### src/rtl/core/chs_pkg.sv
`timescale 1ns / 1ps
// ----------------------------------------------------------------------------
// chs_pkg
// Shared types and constants of the convex hull scan unit.
// ----------------------------------------------------------------------------
package chs_pkg;

    localparam int MAX_POINTS_DEF = 32;
    localparam int COORD_BITS_DEF = 16;
    localparam int FIELD_W        = 16;

    localparam logic KIND_HULL    = 1'b0;
    localparam logic KIND_REMOVED = 1'b1;

    typedef struct packed {
        logic signed [FIELD_W-1:0] x_coord;
        logic signed [FIELD_W-1:0] y_coord;
        logic                      last_point;
    } pt_t;

    typedef struct packed {
        logic signed [FIELD_W-1:0] x_out;
        logic signed [FIELD_W-1:0] y_out;
        logic                      kind;
        logic                      last_out;
    } hull_t;

    typedef struct packed {
        logic done;
        logic left;
        logic right;
    } orient_res_t;

endpackage

### src/rtl/core/chs_orient.sv
`timescale 1ns / 1ps
// ----------------------------------------------------------------------------
// chs_orient
// Shared orientation unit: sign of the turn o -> a -> b, one multiplier
// used twice; the sign is registered in the compare state U_CMP.
// ----------------------------------------------------------------------------
module chs_orient #(
    parameter int COORD_BITS = chs_pkg::COORD_BITS_DEF
) (
    input  logic                          clk,
    input  logic                          rst_n,
    input  logic                          start,
    input  logic signed [COORD_BITS-1:0]  ox,
    input  logic signed [COORD_BITS-1:0]  oy,
    input  logic signed [COORD_BITS-1:0]  ax,
    input  logic signed [COORD_BITS-1:0]  ay,
    input  logic signed [COORD_BITS-1:0]  bx,
    input  logic signed [COORD_BITS-1:0]  by,
    output chs_pkg::orient_res_t          res
);
    import chs_pkg::*;

    localparam int DW = COORD_BITS + 1;
    localparam int PW = 2 * DW;

    typedef enum logic [1:0] {U_IDLE, U_MUL1, U_MUL2, U_CMP} ustate_t;

    ustate_t              state_reg;
    logic signed [DW-1:0] d1_reg, d2_reg, d3_reg, d4_reg;
    logic signed [PW-1:0] p1_reg, p2_reg;
    orient_res_t          res_reg;

    logic signed [DW-1:0] mul_a, mul_b;
    logic signed [PW-1:0] prod;
    logic signed [PW:0]   diff;

    always_comb
    begin
        if (state_reg == U_MUL1)
        begin
            mul_a = d1_reg;
            mul_b = d2_reg;
        end
        else
        begin
            mul_a = d3_reg;
            mul_b = d4_reg;
        end
    end

    assign prod = mul_a * mul_b;
    assign diff = {p1_reg[PW-1], p1_reg} - {p2_reg[PW-1], p2_reg};
    assign res  = res_reg;

    always_ff @(posedge clk or negedge rst_n)
    begin
        if (!rst_n)
        begin
            state_reg <= U_IDLE;
            d1_reg    <= '0;
            d2_reg    <= '0;
            d3_reg    <= '0;
            d4_reg    <= '0;
            p1_reg    <= '0;
            p2_reg    <= '0;
            res_reg   <= '0;
        end
        else
        begin
            res_reg.done <= 1'b0;
            case (state_reg)
                U_IDLE:
                begin
                    if (start)
                    begin
                        d1_reg    <= {ax[COORD_BITS-1], ax} - {ox[COORD_BITS-1], ox};
                        d2_reg    <= {by[COORD_BITS-1], by} - {oy[COORD_BITS-1], oy};
                        d3_reg    <= {ay[COORD_BITS-1], ay} - {oy[COORD_BITS-1], oy};
                        d4_reg    <= {bx[COORD_BITS-1], bx} - {ox[COORD_BITS-1], ox};
                        state_reg <= U_MUL1;
                    end
                end
                U_MUL1:
                begin
                    p1_reg    <= prod;
                    state_reg <= U_MUL2;
                end
                U_MUL2:
                begin
                    p2_reg    <= prod;
                    state_reg <= U_CMP;
                end
                U_CMP:
                begin
                    res_reg.done  <= 1'b1;
                    res_reg.right <= diff[PW];
                    res_reg.left  <= !diff[PW] && (diff != '0);
                    state_reg     <= U_IDLE;
                end
                default:
                begin
                    state_reg <= U_IDLE;
                end
            endcase
        end
    end

endmodule

### src/rtl/core/chs_seq.sv
`timescale 1ns / 1ps
// ----------------------------------------------------------------------------
// chs_seq
// Sequencer with point, order, stack and removed memories: load, start
// search, insertion sort, scan and result fetch.
// ----------------------------------------------------------------------------
module chs_seq #(
    parameter int MAX_POINTS = chs_pkg::MAX_POINTS_DEF,
    parameter int COORD_BITS = chs_pkg::COORD_BITS_DEF
) (
    input  logic                          clk,
    input  logic                          rst_n,
    input  logic                          acc,
    input  chs_pkg::pt_t                  item,
    output logic                          ready,
    output logic                          emit,
    output chs_pkg::hull_t                result,
    output logic                          orient_start,
    output logic signed [COORD_BITS-1:0]  op_ox,
    output logic signed [COORD_BITS-1:0]  op_oy,
    output logic signed [COORD_BITS-1:0]  op_ax,
    output logic signed [COORD_BITS-1:0]  op_ay,
    output logic signed [COORD_BITS-1:0]  op_bx,
    output logic signed [COORD_BITS-1:0]  op_by,
    input  chs_pkg::orient_res_t          ores
);
    import chs_pkg::*;

    localparam int C  = COORD_BITS;
    localparam int IW = $clog2(MAX_POINTS);
    localparam int CW = $clog2(MAX_POINTS + 1);
    localparam int PW = $clog2(MAX_POINTS + 2);

    typedef enum logic [4:0] {
        S_LOAD, S_MIN_RD, S_MIN_CMP,
        S_SORT_RD, S_SORT_A, S_SORT_J, S_SORT_B1, S_SORT_B2, S_SORT_GO, S_SORT_OR,
        S_SORT_INS, S_SORT_NEXT,
        S_SCAN_INIT, S_SCAN_RD, S_SCAN_K1, S_SCAN_K2, S_SCAN_CHK, S_SCAN_O1,
        S_SCAN_O2, S_SCAN_GO, S_SCAN_OR, S_SCAN_PUSH, S_SCAN_NEXT,
        S_EMIT_IDX, S_EMIT_PT, S_EMIT_OUT, S_EMIT_WAIT
    } state_t;

    function automatic logic [C-1:0] coord_in(input logic [FIELD_W-1:0] v);
        logic [C-1:0] r;
        r = '0;
        for (int k = 0; k < C; k++)
        begin
            if (k < FIELD_W)
                r[k] = v[k];
        end
        return r;
    endfunction

    function automatic logic [FIELD_W-1:0] coord_out(input logic [C-1:0] v);
        logic [FIELD_W-1:0] r;
        for (int k = 0; k < FIELD_W; k++)
        begin
            r[k] = (k < C) ? v[k] : v[C-1];
        end
        return r;
    endfunction

    // memories
    logic [2*C-1:0] pmem [MAX_POINTS];
    logic [IW-1:0]  smem [MAX_POINTS];
    logic [IW-1:0]  kmem [MAX_POINTS];
    logic [IW-1:0]  rmem [MAX_POINTS];

    logic [2*C-1:0] p_rd;
    logic [IW-1:0]  s_rd, k_rd, r_rd;
    logic [IW-1:0]  pa, sa, ka, ra;
    logic           pwe, swe, kwe, rwe;
    logic [IW-1:0]  swa, kwa;
    logic [IW-1:0]  swd, kwd;

    state_t               state_reg, state_next;
    logic [CW-1:0]        cnt_reg, cnt_next;
    logic [CW-1:0]        i_reg, i_next;
    logic [CW-1:0]        j_reg, j_next;
    logic [CW-1:0]        n_reg, n_next;
    logic [CW-1:0]        depth_reg, depth_next;
    logic [CW-1:0]        rc_reg, rc_next;
    logic [PW-1:0]        pos_reg, pos_next;
    logic [IW-1:0]        sidx_reg, sidx_next;
    logic signed [C-1:0]  sx_reg, sx_next, sy_reg, sy_next;
    logic [IW-1:0]        aidx_reg, aidx_next;
    logic signed [C-1:0]  ax_reg, ax_next, ay_reg, ay_next;
    logic [IW-1:0]        bidx_reg, bidx_next;
    logic signed [C-1:0]  bx_reg, bx_next, by_reg, by_next;
    logic [IW-1:0]        oidx_reg, oidx_next;
    logic signed [C-1:0]  ox_reg, ox_next, oy_reg, oy_next;
    logic [IW-1:0]        tidx_reg, tidx_next;
    logic signed [C-1:0]  tx_reg, tx_next, ty_reg, ty_next;

    logic signed [C-1:0]  px, py;
    logic [PW-1:0]        depth_p, total_p, rpos;
    logic [IW-1:0]        emit_idx;
    logic                 tie_first;

    assign px = $signed(p_rd[2*C-1:C]);
    assign py = $signed(p_rd[C-1:0]);

    assign depth_p = PW'(depth_reg);
    assign total_p = depth_p + PW'(rc_reg) + PW'(1);
    assign rpos    = pos_reg - depth_p - PW'(1);

    always_comb
    begin
        if (pos_reg < depth_p)
            emit_idx = k_rd;
        else if (pos_reg == depth_p)
            emit_idx = sidx_reg;
        else
            emit_idx = r_rd;
    end

    // collinear with the start: nearer first by x then y
    assign tie_first = (ax_reg < bx_reg) || ((ax_reg == bx_reg) && (ay_reg < by_reg));

    assign ready        = (state_reg == S_LOAD) || (state_reg == S_EMIT_WAIT);
    assign emit         = (state_reg == S_EMIT_OUT);
    assign orient_start = (state_reg == S_SORT_GO) || (state_reg == S_SCAN_GO);

    always_comb
    begin
        result.x_out    = $signed(coord_out(p_rd[2*C-1:C]));
        result.y_out    = $signed(coord_out(p_rd[C-1:0]));
        result.kind     = (pos_reg > depth_p) ? KIND_REMOVED : KIND_HULL;
        result.last_out = (pos_reg + PW'(1) == total_p);
    end

    always_comb
    begin
        if (state_reg == S_SCAN_GO)
        begin
            op_ox = ox_reg;
            op_oy = oy_reg;
            op_ax = tx_reg;
            op_ay = ty_reg;
            op_bx = ax_reg;
            op_by = ay_reg;
        end
        else
        begin
            op_ox = sx_reg;
            op_oy = sy_reg;
            op_ax = ax_reg;
            op_ay = ay_reg;
            op_bx = bx_reg;
            op_by = by_reg;
        end
    end

    always_ff @(posedge clk)
    begin
        p_rd <= pmem[pa];
        s_rd <= smem[sa];
        k_rd <= kmem[ka];
        r_rd <= rmem[ra];
        if (pwe)
            pmem[cnt_reg[IW-1:0]] <= {coord_in(item.x_coord), coord_in(item.y_coord)};
        if (swe)
            smem[swa] <= swd;
        if (kwe)
            kmem[kwa] <= kwd;
        if (rwe)
            rmem[rc_reg[IW-1:0]] <= tidx_reg;
    end

    always_comb
    begin
        state_next = state_reg;
        cnt_next   = cnt_reg;
        i_next     = i_reg;
        j_next     = j_reg;
        n_next     = n_reg;
        depth_next = depth_reg;
        rc_next    = rc_reg;
        pos_next   = pos_reg;
        sidx_next  = sidx_reg;
        sx_next    = sx_reg;
        sy_next    = sy_reg;
        aidx_next  = aidx_reg;
        ax_next    = ax_reg;
        ay_next    = ay_reg;
        bidx_next  = bidx_reg;
        bx_next    = bx_reg;
        by_next    = by_reg;
        oidx_next  = oidx_reg;
        ox_next    = ox_reg;
        oy_next    = oy_reg;
        tidx_next  = tidx_reg;
        tx_next    = tx_reg;
        ty_next    = ty_reg;

        pa  = i_reg[IW-1:0];
        sa  = i_reg[IW-1:0];
        ka  = '0;
        ra  = '0;
        pwe = 1'b0;
        swe = 1'b0;
        kwe = 1'b0;
        rwe = 1'b0;
        swa = j_reg[IW-1:0];
        swd = aidx_reg;
        kwa = depth_reg[IW-1:0];
        kwd = aidx_reg;

        case (state_reg)
            S_LOAD:
            begin
                if (acc)
                begin
                    if (cnt_reg < CW'(MAX_POINTS))
                    begin
                        pwe      = 1'b1;
                        cnt_next = cnt_reg + CW'(1);
                    end
                    if (item.last_point)
                    begin
                        i_next     = '0;
                        state_next = S_MIN_RD;
                    end
                end
            end
            S_MIN_RD:
            begin
                state_next = S_MIN_CMP;
            end
            S_MIN_CMP:
            begin
                if ((i_reg == '0) || (px < sx_reg) || ((px == sx_reg) && (py < sy_reg)))
                begin
                    sidx_next = i_reg[IW-1:0];
                    sx_next   = px;
                    sy_next   = py;
                end
                i_next = i_reg + CW'(1);
                if (i_reg + CW'(1) == cnt_reg)
                begin
                    i_next     = '0;
                    n_next     = '0;
                    state_next = S_SORT_RD;
                end
                else
                begin
                    state_next = S_MIN_RD;
                end
            end
            S_SORT_RD:
            begin
                state_next = S_SORT_A;
            end
            S_SORT_A:
            begin
                aidx_next = i_reg[IW-1:0];
                ax_next   = px;
                ay_next   = py;
                if ((i_reg[IW-1:0] == sidx_reg) || ((px == sx_reg) && (py == sy_reg)))
                begin
                    state_next = S_SORT_NEXT;
                end
                else
                begin
                    j_next     = n_reg;
                    state_next = S_SORT_J;
                end
            end
            S_SORT_J:
            begin
                sa = IW'(j_reg - CW'(1));
                if (j_reg == '0)
                    state_next = S_SORT_INS;
                else
                    state_next = S_SORT_B1;
            end
            S_SORT_B1:
            begin
                pa         = s_rd;
                bidx_next  = s_rd;
                state_next = S_SORT_B2;
            end
            S_SORT_B2:
            begin
                bx_next    = px;
                by_next    = py;
                state_next = S_SORT_GO;
            end
            S_SORT_GO:
            begin
                state_next = S_SORT_OR;
            end
            S_SORT_OR:
            begin
                if (ores.done)
                begin
                    if (ores.left || (!ores.right && tie_first))
                    begin
                        swe        = 1'b1;
                        swd        = bidx_reg;
                        j_next     = j_reg - CW'(1);
                        state_next = S_SORT_J;
                    end
                    else
                    begin
                        state_next = S_SORT_INS;
                    end
                end
            end
            S_SORT_INS:
            begin
                swe        = 1'b1;
                n_next     = n_reg + CW'(1);
                state_next = S_SORT_NEXT;
            end
            S_SORT_NEXT:
            begin
                i_next = i_reg + CW'(1);
                if (i_reg + CW'(1) == cnt_reg)
                    state_next = S_SCAN_INIT;
                else
                    state_next = S_SORT_RD;
            end
            S_SCAN_INIT:
            begin
                kwe        = 1'b1;
                kwa        = '0;
                kwd        = sidx_reg;
                depth_next = CW'(1);
                rc_next    = '0;
                pos_next   = '0;
                tidx_next  = sidx_reg;
                tx_next    = sx_reg;
                ty_next    = sy_reg;
                i_next     = '0;
                if (n_reg == '0)
                    state_next = S_EMIT_IDX;
                else
                    state_next = S_SCAN_RD;
            end
            S_SCAN_RD:
            begin
                state_next = S_SCAN_K1;
            end
            S_SCAN_K1:
            begin
                pa         = s_rd;
                aidx_next  = s_rd;
                state_next = S_SCAN_K2;
            end
            S_SCAN_K2:
            begin
                ax_next = px;
                ay_next = py;
                if ((px == tx_reg) && (py == ty_reg))
                    state_next = S_SCAN_NEXT;
                else
                    state_next = S_SCAN_CHK;
            end
            S_SCAN_CHK:
            begin
                ka = IW'(depth_reg - CW'(2));
                if (depth_reg >= CW'(2))
                    state_next = S_SCAN_O1;
                else
                    state_next = S_SCAN_PUSH;
            end
            S_SCAN_O1:
            begin
                pa         = k_rd;
                oidx_next  = k_rd;
                state_next = S_SCAN_O2;
            end
            S_SCAN_O2:
            begin
                ox_next    = px;
                oy_next    = py;
                state_next = S_SCAN_GO;
            end
            S_SCAN_GO:
            begin
                state_next = S_SCAN_OR;
            end
            S_SCAN_OR:
            begin
                if (ores.done)
                begin
                    if (ores.right)
                    begin
                        // pop the top, the point below becomes the top
                        rwe        = 1'b1;
                        rc_next    = rc_reg + CW'(1);
                        depth_next = depth_reg - CW'(1);
                        tidx_next  = oidx_reg;
                        tx_next    = ox_reg;
                        ty_next    = oy_reg;
                        state_next = S_SCAN_CHK;
                    end
                    else
                    begin
                        state_next = S_SCAN_PUSH;
                    end
                end
            end
            S_SCAN_PUSH:
            begin
                kwe        = 1'b1;
                depth_next = depth_reg + CW'(1);
                tidx_next  = aidx_reg;
                tx_next    = ax_reg;
                ty_next    = ay_reg;
                state_next = S_SCAN_NEXT;
            end
            S_SCAN_NEXT:
            begin
                i_next = i_reg + CW'(1);
                if (i_reg + CW'(1) == n_reg)
                    state_next = S_EMIT_IDX;
                else
                    state_next = S_SCAN_RD;
            end
            S_EMIT_IDX:
            begin
                ka         = pos_reg[IW-1:0];
                ra         = rpos[IW-1:0];
                state_next = S_EMIT_PT;
            end
            S_EMIT_PT:
            begin
                pa         = emit_idx;
                state_next = S_EMIT_OUT;
            end
            S_EMIT_OUT:
            begin
                pos_next = pos_reg + PW'(1);
                if (pos_reg + PW'(1) == total_p)
                begin
                    pos_next   = '0;
                    cnt_next   = '0;
                    depth_next = '0;
                    rc_next    = '0;
                    state_next = S_LOAD;
                end
                else
                begin
                    state_next = S_EMIT_WAIT;
                end
            end
            S_EMIT_WAIT:
            begin
                if (acc)
                    state_next = S_EMIT_IDX;
            end
            default:
            begin
                state_next = S_LOAD;
            end
        endcase
    end

    always_ff @(posedge clk or negedge rst_n)
    begin
        if (!rst_n)
        begin
            state_reg <= S_LOAD;
            cnt_reg   <= '0;
            i_reg     <= '0;
            j_reg     <= '0;
            n_reg     <= '0;
            depth_reg <= '0;
            rc_reg    <= '0;
            pos_reg   <= '0;
            sidx_reg  <= '0;
            sx_reg    <= '0;
            sy_reg    <= '0;
            aidx_reg  <= '0;
            ax_reg    <= '0;
            ay_reg    <= '0;
            bidx_reg  <= '0;
            bx_reg    <= '0;
            by_reg    <= '0;
            oidx_reg  <= '0;
            ox_reg    <= '0;
            oy_reg    <= '0;
            tidx_reg  <= '0;
            tx_reg    <= '0;
            ty_reg    <= '0;
        end
        else
        begin
            state_reg <= state_next;
            cnt_reg   <= cnt_next;
            i_reg     <= i_next;
            j_reg     <= j_next;
            n_reg     <= n_next;
            depth_reg <= depth_next;
            rc_reg    <= rc_next;
            pos_reg   <= pos_next;
            sidx_reg  <= sidx_next;
            sx_reg    <= sx_next;
            sy_reg    <= sy_next;
            aidx_reg  <= aidx_next;
            ax_reg    <= ax_next;
            ay_reg    <= ay_next;
            bidx_reg  <= bidx_next;
            bx_reg    <= bx_next;
            by_reg    <= by_next;
            oidx_reg  <= oidx_next;
            ox_reg    <= ox_next;
            oy_reg    <= oy_next;
            tidx_reg  <= tidx_next;
            tx_reg    <= tx_next;
            ty_reg    <= ty_next;
        end
    end

endmodule

### src/rtl/core/convex_hull_scan_unit.sv
`timescale 1ns / 1ps
// ----------------------------------------------------------------------------
// convex_hull_scan_unit
// Graham scan convex hull over up to MAX_POINTS stored points.
// ----------------------------------------------------------------------------
// Points load at one transaction per cycle while pt_stall is low and give no
// result until the one marked last_point. Then the unit finds the start point,
// insertion-sorts the rest around it (up to n*n/2 comparisons) and runs the
// scan, all through one shared orientation unit with a single multiplier;
// the orientation unit and the serial memory reads set the pace. The first
// result follows the scan through S_EMIT_IDX, S_EMIT_PT and S_EMIT_OUT into
// the output register; each later transaction in is taken in S_EMIT_WAIT and
// yields the next result through those states. Results are the hull from the
// start point back to it, then the popped points; a new point set loads
// after the result marked last_out.
module convex_hull_scan_unit #(
    parameter int MAX_POINTS = chs_pkg::MAX_POINTS_DEF,
    parameter int COORD_BITS = chs_pkg::COORD_BITS_DEF
) (
    input  logic           clk,
    input  logic           rst_n,
    input  logic           pt_valid,
    output logic           pt_stall,
    input  chs_pkg::pt_t   pt,
    output logic           hull_valid,
    input  logic           hull_stall,
    output chs_pkg::hull_t hull
);
    import chs_pkg::*;

    logic                         ready, emit, acc, orient_start;
    hull_t                        result;
    hull_t                        hull_reg;
    logic                         hull_valid_reg;
    orient_res_t                  ores;
    logic signed [COORD_BITS-1:0] op_ox, op_oy, op_ax, op_ay, op_bx, op_by;

    assign pt_stall   = !ready || hull_valid_reg;
    assign acc        = pt_valid && !pt_stall;
    assign hull_valid = hull_valid_reg;
    assign hull       = hull_reg;

    chs_seq #(
        .MAX_POINTS (MAX_POINTS),
        .COORD_BITS (COORD_BITS)
    ) u_seq (
        .clk          (clk),
        .rst_n        (rst_n),
        .acc          (acc),
        .item         (pt),
        .ready        (ready),
        .emit         (emit),
        .result       (result),
        .orient_start (orient_start),
        .op_ox        (op_ox),
        .op_oy        (op_oy),
        .op_ax        (op_ax),
        .op_ay        (op_ay),
        .op_bx        (op_bx),
        .op_by        (op_by),
        .ores         (ores)
    );

    chs_orient #(
        .COORD_BITS (COORD_BITS)
    ) u_orient (
        .clk   (clk),
        .rst_n (rst_n),
        .start (orient_start),
        .ox    (op_ox),
        .oy    (op_oy),
        .ax    (op_ax),
        .ay    (op_ay),
        .bx    (op_bx),
        .by    (op_by),
        .res   (ores)
    );

    always_ff @(posedge clk or negedge rst_n)
    begin
        if (!rst_n)
        begin
            hull_valid_reg <= 1'b0;
            hull_reg       <= '0;
        end
        else
        begin
            if (emit)
            begin
                hull_valid_reg <= 1'b1;
                hull_reg       <= result;
            end
            else if (hull_valid_reg && !hull_stall)
            begin
                hull_valid_reg <= 1'b0;
            end
        end
    end

endmodule

### config.mk
export PLATFORM = sky130hd
export DESIGN_NAME = convex_hull_scan_unit
export DESIGN_NICKNAME = d
export VERILOG_FILES = /design/src/rtl/core/chs_pkg.sv /design/src/rtl/core/chs_orient.sv /design/src/rtl/core/chs_seq.sv /design/src/rtl/core/convex_hull_scan_unit.sv
export SDC_FILE = /design/constraint.sdc
export NUM_CORES = 2
export LEC_CHECK = 0
export BUFFER_PORTS_ARGS = -buffer_cell sky130_fd_sc_hd__buf_2
export CORE_ASPECT_RATIO = 0.5
export CORE_MARGIN = 4
export CORE_UTILIZATION = 65
export CTS_BUF_LIST = sky130_fd_sc_hd__clkbuf_8
export DETAILED_ROUTE_END_ITERATION = 10
export PLACE_DENSITY = 0.82
export SLEW_MARGIN = 20
export SYNTH_ARGS = -nofsm -noshare
export SYNTH_HDL_FRONTEND = slang
export SYNTH_SLANG_ARGS = --single-unit
### constraint.sdc
create_clock -name clk -period 14.1 [get_ports clk]
set_input_delay 0.705 -clock clk [delete_from_list [all_inputs] [get_ports clk]]
set_output_delay 0.705 -clock clk [all_outputs]
set_load 0.01 [all_outputs]
Yosys cells after proc, flatten, opt, wreduce, memory -nomap -nowiden --
Memory sizes are Yosys's and may differ from the RTL's. A register that Yosys moved wholly into a read port is not among the register bits. Index checks and enable logic that the tools add are counted.
Cells by class: reductions and logical operators 51, bitwise logic cells 0, shift-type cells 0, $mul 1, multiplexer cells 124, $add $sub $neg 18, div/mod/pow operators 0, eq/ne operators 51, magnitude comparators 8
Operator list (count):
- $mux W16 | 10
- $pmux W5 S27 | 1
- $pmux W16 S3 | 2
- $mux W5 | 19
- $mux W6 | 15
- $eq A16 B16 Y1 | 5
- $sub A16 B16 Y17 | 4
- $lt A16 B16 Y1 | 4
- $eq A5 B5 Y1 const B | 11
- $mux W1 | 52
- $pmux W6 S2 | 4
- $pmux W6 S4 | 2
- $add A6 B1 Y6 const B | 7
- $eq A5 B4 Y1 const B | 8
- $reduce_bool A35 Y1 | 1
- $sub A34 B34 Y35 | 1
- $mul A17 B17 Y34 | 1
- $mux W17 | 2
- $pmux W5 S3 | 2
- $eq A6 B6 Y1 | 4
- $eq A5 B3 Y1 const B | 4
- $pmux W5 S2 | 2
- $logic_not A6 Y1 | 3
- $pmux W6 S3 | 1
- 34 further kinds | 88
Storage, ports and cells: output and inout port bits 36, ROM bits 0, bits in latches 0, RAM bits 1504, flip-flop bits (word level) 408, memories 4, logic and storage cells 295
Memories:
- u_seq.pmem | words 32, bits a word 32, rd ports 1, clocked after memory_dff 1, wr ports 1, line chs_seq.sv:64 | logic [2*C-1:0] pmem [MAX_POINTS];
- u_seq.kmem | words 32, bits a word 5, rd ports 1, clocked after memory_dff 1, wr ports 1, line chs_seq.sv:66 | logic [IW-1:0] kmem [MAX_POINTS];
- u_seq.rmem | words 32, bits a word 5, rd ports 1, clocked after memory_dff 1, wr ports 1, line chs_seq.sv:67 | logic [IW-1:0] rmem [MAX_POINTS];
- u_seq.smem | words 32, bits a word 5, rd ports 1, clocked after memory_dff 1, wr ports 1, line chs_seq.sv:65 | logic [IW-1:0] smem [MAX_POINTS];

Depth between registers and ports, before layout --
depth in word-level cells 10, mapped depth 32, mapped depth without buffers 29

Cells and area by module --
From an unflattened synthesis, not the netlist that was laid out.
Unflattened totals: cell total of the unflattened synthesis 8159, area total of the unflattened synthesis 97496.0 µm²
Modules (own cells, without submodules):
- chs_seq | times used 1, cells an instance 5667, area an instance 74674.1 µm², seq. area each 51909.8 µm²
- chs_orient | times used 1, cells an instance 2416, area an instance 21360.5 µm², seq. area each 3528.4 µm²
- convex_hull_scan_unit | times used 1, cells an instance 76, area an instance 1461.4 µm², seq. area each 875.8 µm²

Least setup slack after synthesis --
OpenSTA, ideal clock, no wires.
path kind reg-to-reg, from register u_orient.state_reg[1], to register u_orient.p2_reg[33], cell stages (with the launch flop) 29, data required time 13.975 ns, setup time 0.125 ns, arrival time 7.770 ns, clock period less this slack 7.894 ns, setup slack 6.206 ns, cell sequence dfrtp_1 -> inv_1 -> ha_1 -> clkbuf_1 -> clkbuf_1 -> clkbuf_1 -> mux2i_1 -> nor2_1 -> fa_1 -> inv_1 -> fa_1 -> fa_1 -> fa_1 -> inv_1 -> fa_1 -> inv_1 -> fa_1 -> inv_1 -> ha_1 -> a21oi_1 -> o21ai_0 -> and3_1 -> o31a_1 -> a211o_1 -> o31ai_2 -> o211ai_1 -> o41ai_2 -> xnor2_1 -> mux2_2
Between the ends: word-level cells in the longest chain between the ends 3
RTL lines:
- from (decl) | line chs_orient.sv:28 | ustate_t state_reg;
- from (signal assigned) | line chs_orient.sv:59 | state_reg <= U_IDLE;
- from (signal assigned) | line chs_orient.sv:80 | state_reg <= U_MUL1;
- from (signal assigned) | line chs_orient.sv:86 | state_reg <= U_MUL2;
- $eq A2 B1 Y1 | line chs_orient.sv:39 | if (state_reg == U_MUL1)
- $mux W17 | line chs_orient.sv:39
- $mul A17 B17 Y34 | line chs_orient.sv:51 | assign prod = mul_a * mul_b;
- to (signal assigned) | line chs_orient.sv:90 | p2_reg <= prod;
- to (decl) | line chs_orient.sv:30 | logic signed [PW-1:0] p1_reg, p2_reg;
Parallel ways exist; a longest one is shown, timed or not. A chain may end at the register's enable or synchronous reset.

Worst setup path in the final report --
from register u_orient.state_reg[1], to register u_orient.p1_reg[33]
Between the ends: word-level cells in the longest chain between the ends 3
RTL lines:
- $eq A2 B1 Y1 (*) | line chs_orient.sv:39, chs_orient.sv:71
- $mux W17 | line chs_orient.sv:39
- $mul A17 B17 Y34 | line chs_orient.sv:51
- to (signal assigned) | line chs_orient.sv:85 | p1_reg <= prod;
- to (decl) | line chs_orient.sv:30
Every way passes the cells marked *; elsewhere a longest branch is shown, timed or not.

==> results.cfg <==
[setup_path]
worst_path_dominant_cell_family = adder cells
timing.reg2reg.worst_path_depth = 26
cp-end-kind = flip-flop
timing.rr.start = u_orient.state_reg[1]$_DFFE_PN0P_
critical-path-top-cell-by-count = sky130_fd_sc_hd__fa_1
crit_path_category = reg2reg
worst_path_largest_cell_delay_ns = 1.03
critical-path-slowest-cell = sky130_fd_sc_hd__mux2i_1
path_buf_inv = 6
worstSetupStartpointType = flip-flop
rrSetupSlack_ns = 4.91
critPathMaxFanout = 50
cp_data_required_time_ns = 14.83
cp.arrival_ns = 9.92
rr_endpoint = u_orient.p1_reg[33]$_DFFE_PN0P_

[floorplanning]
initial_utilization_pct = 65.61
die-width_microns = 556.7
design.portCount = 73
chipHeight_microns = 282.3
num_rows = 100
die_area_sq_um = 157200
core_sq_um = 149100

[placement]
io_buffers = 72
dp_hpwl_microns = 157200
globalplace.congestion = 0.9618

[global_routing]
gr-usage-met3_pct = 6.952
grt_max_degree = 182
grt.met2_usage_pct = 48.90
grt-busiest-layer = met2
grt_pass1_wl_microns = 384700
grt_usage_pct = 32.04
grt_antenna_before_repair = 23
first_global_vias = 63971
grt_use_met1_pct = 47.14
globalRouteOverflowTotal = 0

[synth]
synth_top_family_by_area = compound AO/OA/AOI/OAI gates
yosysTopAreaCell = sky130_fd_sc_hd__edfxtp_1
synth_seq_area_share_pct = 57.55
yosys.area_share.simple_pct = 10.75
synth_edf_count = 1504
post-synth-top-count-cell = sky130_fd_sc_hd__edfxtp_1
post_synth_instance_area_sq_um = 97850
mappedNetlistNets = 8737
dominantRegCellSynth = sky130_fd_sc_hd__edfxtp_1
synth.yosys.warnings = 0
synth_common_cells = 1504 x sky130_fd_sc_hd__edfxtp_1, 1198 x sky130_fd_sc_hd__nand2_1, 581 x sky130_fd_sc_hd__nor2_1
synthesis.area_per_instance_sq_um = 12.06
ys_seq_elements = 1959
post_synth_adder_cell_area_pct = 9.851
post_synth_xor_area_fraction_pct = 1.522
synthDominantCellAreaShare_pct = 46.16
synth.top_cells.by_area = sky130_fd_sc_hd__edfxtp_1 46%, sky130_fd_sc_hd__dfrtp_1 10%, sky130_fd_sc_hd__fa_1 6.2%
synth.distinct_cells = 84
synth_compound_gate_area_share_pct = 11.41
synthMuxAreaShare_pct = 5.151
post_synth_inst_count = 8112
asyncSetResetFlopFracSynth_pct = 20.83

[routing]
drc = 0
detail_route.wirelength_microns = 252200
avgRoutedWirePerCell_microns = 24.41
antenna_left = 0
first_iter_violations = 8175
vias = 65918
drt_pre_antenna_iters = 7
post_drt_via_cell_ratio = 6.380

[layout]
area_growth_pct = 7.761
nets = 8753
max_reg_flops = 1024
nFillCells = 9964
layout-drive-gt1-share_pct = 11.17

[clock_tree]
ctsResizeCount = 0
tritoncts_clock_tree = built
cts_root_buf = sky130_fd_sc_hd__clkbuf_8
cts_inserted_buffers = 277
htree_levels = 5
numClockSinks = 1959
worst_skew_pair.late_latency_ns = 0.90
ctsLongestPathBuffers = 4
clk_pin_slew_worst_paths_ns = 0.08

[sta]
fmax_mhz = 108.8
report.final.hold_viol_count = 0
timing_max_transition_violations_final = 0
relSlewSlack_pct = 19.90
setup_viol = 0
fin_tns_setup_ns = 0
timing.clock.skew_ns = 0.08557
period_share_pct = 65.18
rsz0062_at_grt = false
worst-slew-pin-transition_ns = 1.168
finalCriticalPeriod_ns = 9.191

[min_path]
worst_hold_path_type = in2reg
hold_end = u_seq.pmem[0][16]$_DFFE_PP_
min-delay-start = pt[17]
count_of_cells_along_the_worst_hold_path = 1

[run]
maxCapViolCount = 0

[outcome]
status = finished clean
layout make-up:
type	instances	area [sq um]	area share, %
antenna	11	27.53	0.02611
clock buffer	308	4239	4.020
clock inverter	175	903.4	0.8568
inverter	485	1821	1.727
multi-input combinational	5220	38340	36.36
sequential	1959	56320	53.41
tap	1989	2489	2.360
timing repair buffer	185	1297	1.231
routing by layer:
metal / part of all wire (%) / wire, microns
met5: 0.035 / 89
met4: 3.0 / 7613
met3: 11 / 27730
met2: 45 / 112400
met1: 41 / 104400
worst max path at each step:
stage / startpoint / end / depth (start not counted) / slack [ns]
after floorplan: u_orient.state_reg[1]$_DFFE_PN0P_ / u_orient.p2_reg[33]$_DFFE_PN0P_ / 28 / 6.21
after global placement: u_orient.state_reg[1]$_DFFE_PN0P_ / u_orient.p2_reg[33]$_DFFE_PN0P_ / 26 / 5.19
after detailed placement: u_orient.state_reg[1]$_DFFE_PN0P_ / u_orient.p1_reg[33]$_DFFE_PN0P_ / 26 / 4.92
after CTS: u_orient.state_reg[1]$_DFFE_PN0P_ / u_orient.p1_reg[33]$_DFFE_PN0P_ / 26 / 4.91
after global routing: u_orient.state_reg[1]$_DFFE_PN0P_ / u_orient.p1_reg[33]$_DFFE_PN0P_ / 26 / 4.43
final: u_orient.state_reg[1]$_DFFE_PN0P_ / u_orient.p1_reg[33]$_DFFE_PN0P_ / 26 / 4.91
worst reg2reg max path, cell delays in order (launching register included):
cell and delay (ns):
sky130_fd_sc_hd__dfrtp_1 0.42, sky130_fd_sc_hd__inv_1 0.12, sky130_fd_sc_hd__ha_4 0.62, sky130_fd_sc_hd__buf_4 0.70
sky130_fd_sc_hd__mux2i_1 1.04, sky130_fd_sc_hd__nor2_1 0.17, sky130_fd_sc_hd__fa_1 0.58, sky130_fd_sc_hd__inv_1 0.05
sky130_fd_sc_hd__fa_1 0.40, sky130_fd_sc_hd__fa_1 0.52, sky130_fd_sc_hd__fa_1 0.56, sky130_fd_sc_hd__inv_1 0.06
sky130_fd_sc_hd__fa_1 0.49, sky130_fd_sc_hd__inv_1 0.06, sky130_fd_sc_hd__fa_1 0.49, sky130_fd_sc_hd__inv_1 0.05
sky130_fd_sc_hd__ha_1 0.32, sky130_fd_sc_hd__a21oi_1 0.19, sky130_fd_sc_hd__o21ai_0 0.21, sky130_fd_sc_hd__and3_1 0.26
sky130_fd_sc_hd__o31a_1 0.34, sky130_fd_sc_hd__a211o_1 0.35, sky130_fd_sc_hd__o31ai_2 0.23, sky130_fd_sc_hd__o211ai_1 0.17
sky130_fd_sc_hd__o41ai_2 0.25, sky130_fd_sc_hd__xnor2_1 0.13, sky130_fd_sc_hd__mux2_2 0.27
cell families (layout without fill, tap and decap cells):
logic type	after synthesis	after routing
compound gates	1655	1655
xor+xnor	170	170
fa+ha+maj	588	588
buf+inv	933	1153
flops	1959	1959
mux	400	400
other cells	0	11
simple gates	2407	2407
layout by cell type (no fill, tap or decap), drive strengths merged, types with 31 or more instances in the layout:
cell,count
a2111oi,38
a211oi,446
a21o,57
a21oi,277
a311oi,151
a31oi,172
and2,306
buf,183
clkbuf,308
clkinv,60
dfrtp,408
dfxtp,47
edfxtp,1504
fa,304
ha,284
inv,587
mux2,228
mux2i,112
mux4,60
nand2,1198
nand2b,38
nand3,70
nand4,37
nor2,581
nor2b,31
nor3,59
o211ai,41
o21ai,329
xnor2,111
xor2,59
metrics by stage:
step	setup slack, ns	util (%)	instances	area, sq um	hold slack, ns
after CTS	4.909	70.64	10320	105400	0.2094
after global placement	5.193	67.17	9835	100200	0.4529
after global routing	4.430	70.68	10323	105400	0.2508
final	4.909	70.70	10332	105400	0.2771
after floorplan	6.206	-	8112	97850	0.4094
after detailed placement	4.924	67.18	9835	100200	0.4581
timing repair:
| action | in CTS | in global routing |
|---|---|---|
| endpoints found under the setup margin | 0 | 0 |
| setup buffers | 0 | 0 |
| hold buffers | 2 | 0 |
| hold endpoints to repair | 80 | 0 |
Power is left out: the tool's default activity adds up to more than one toggle a clock period on the data nets, which glitch-free logic cannot reach.
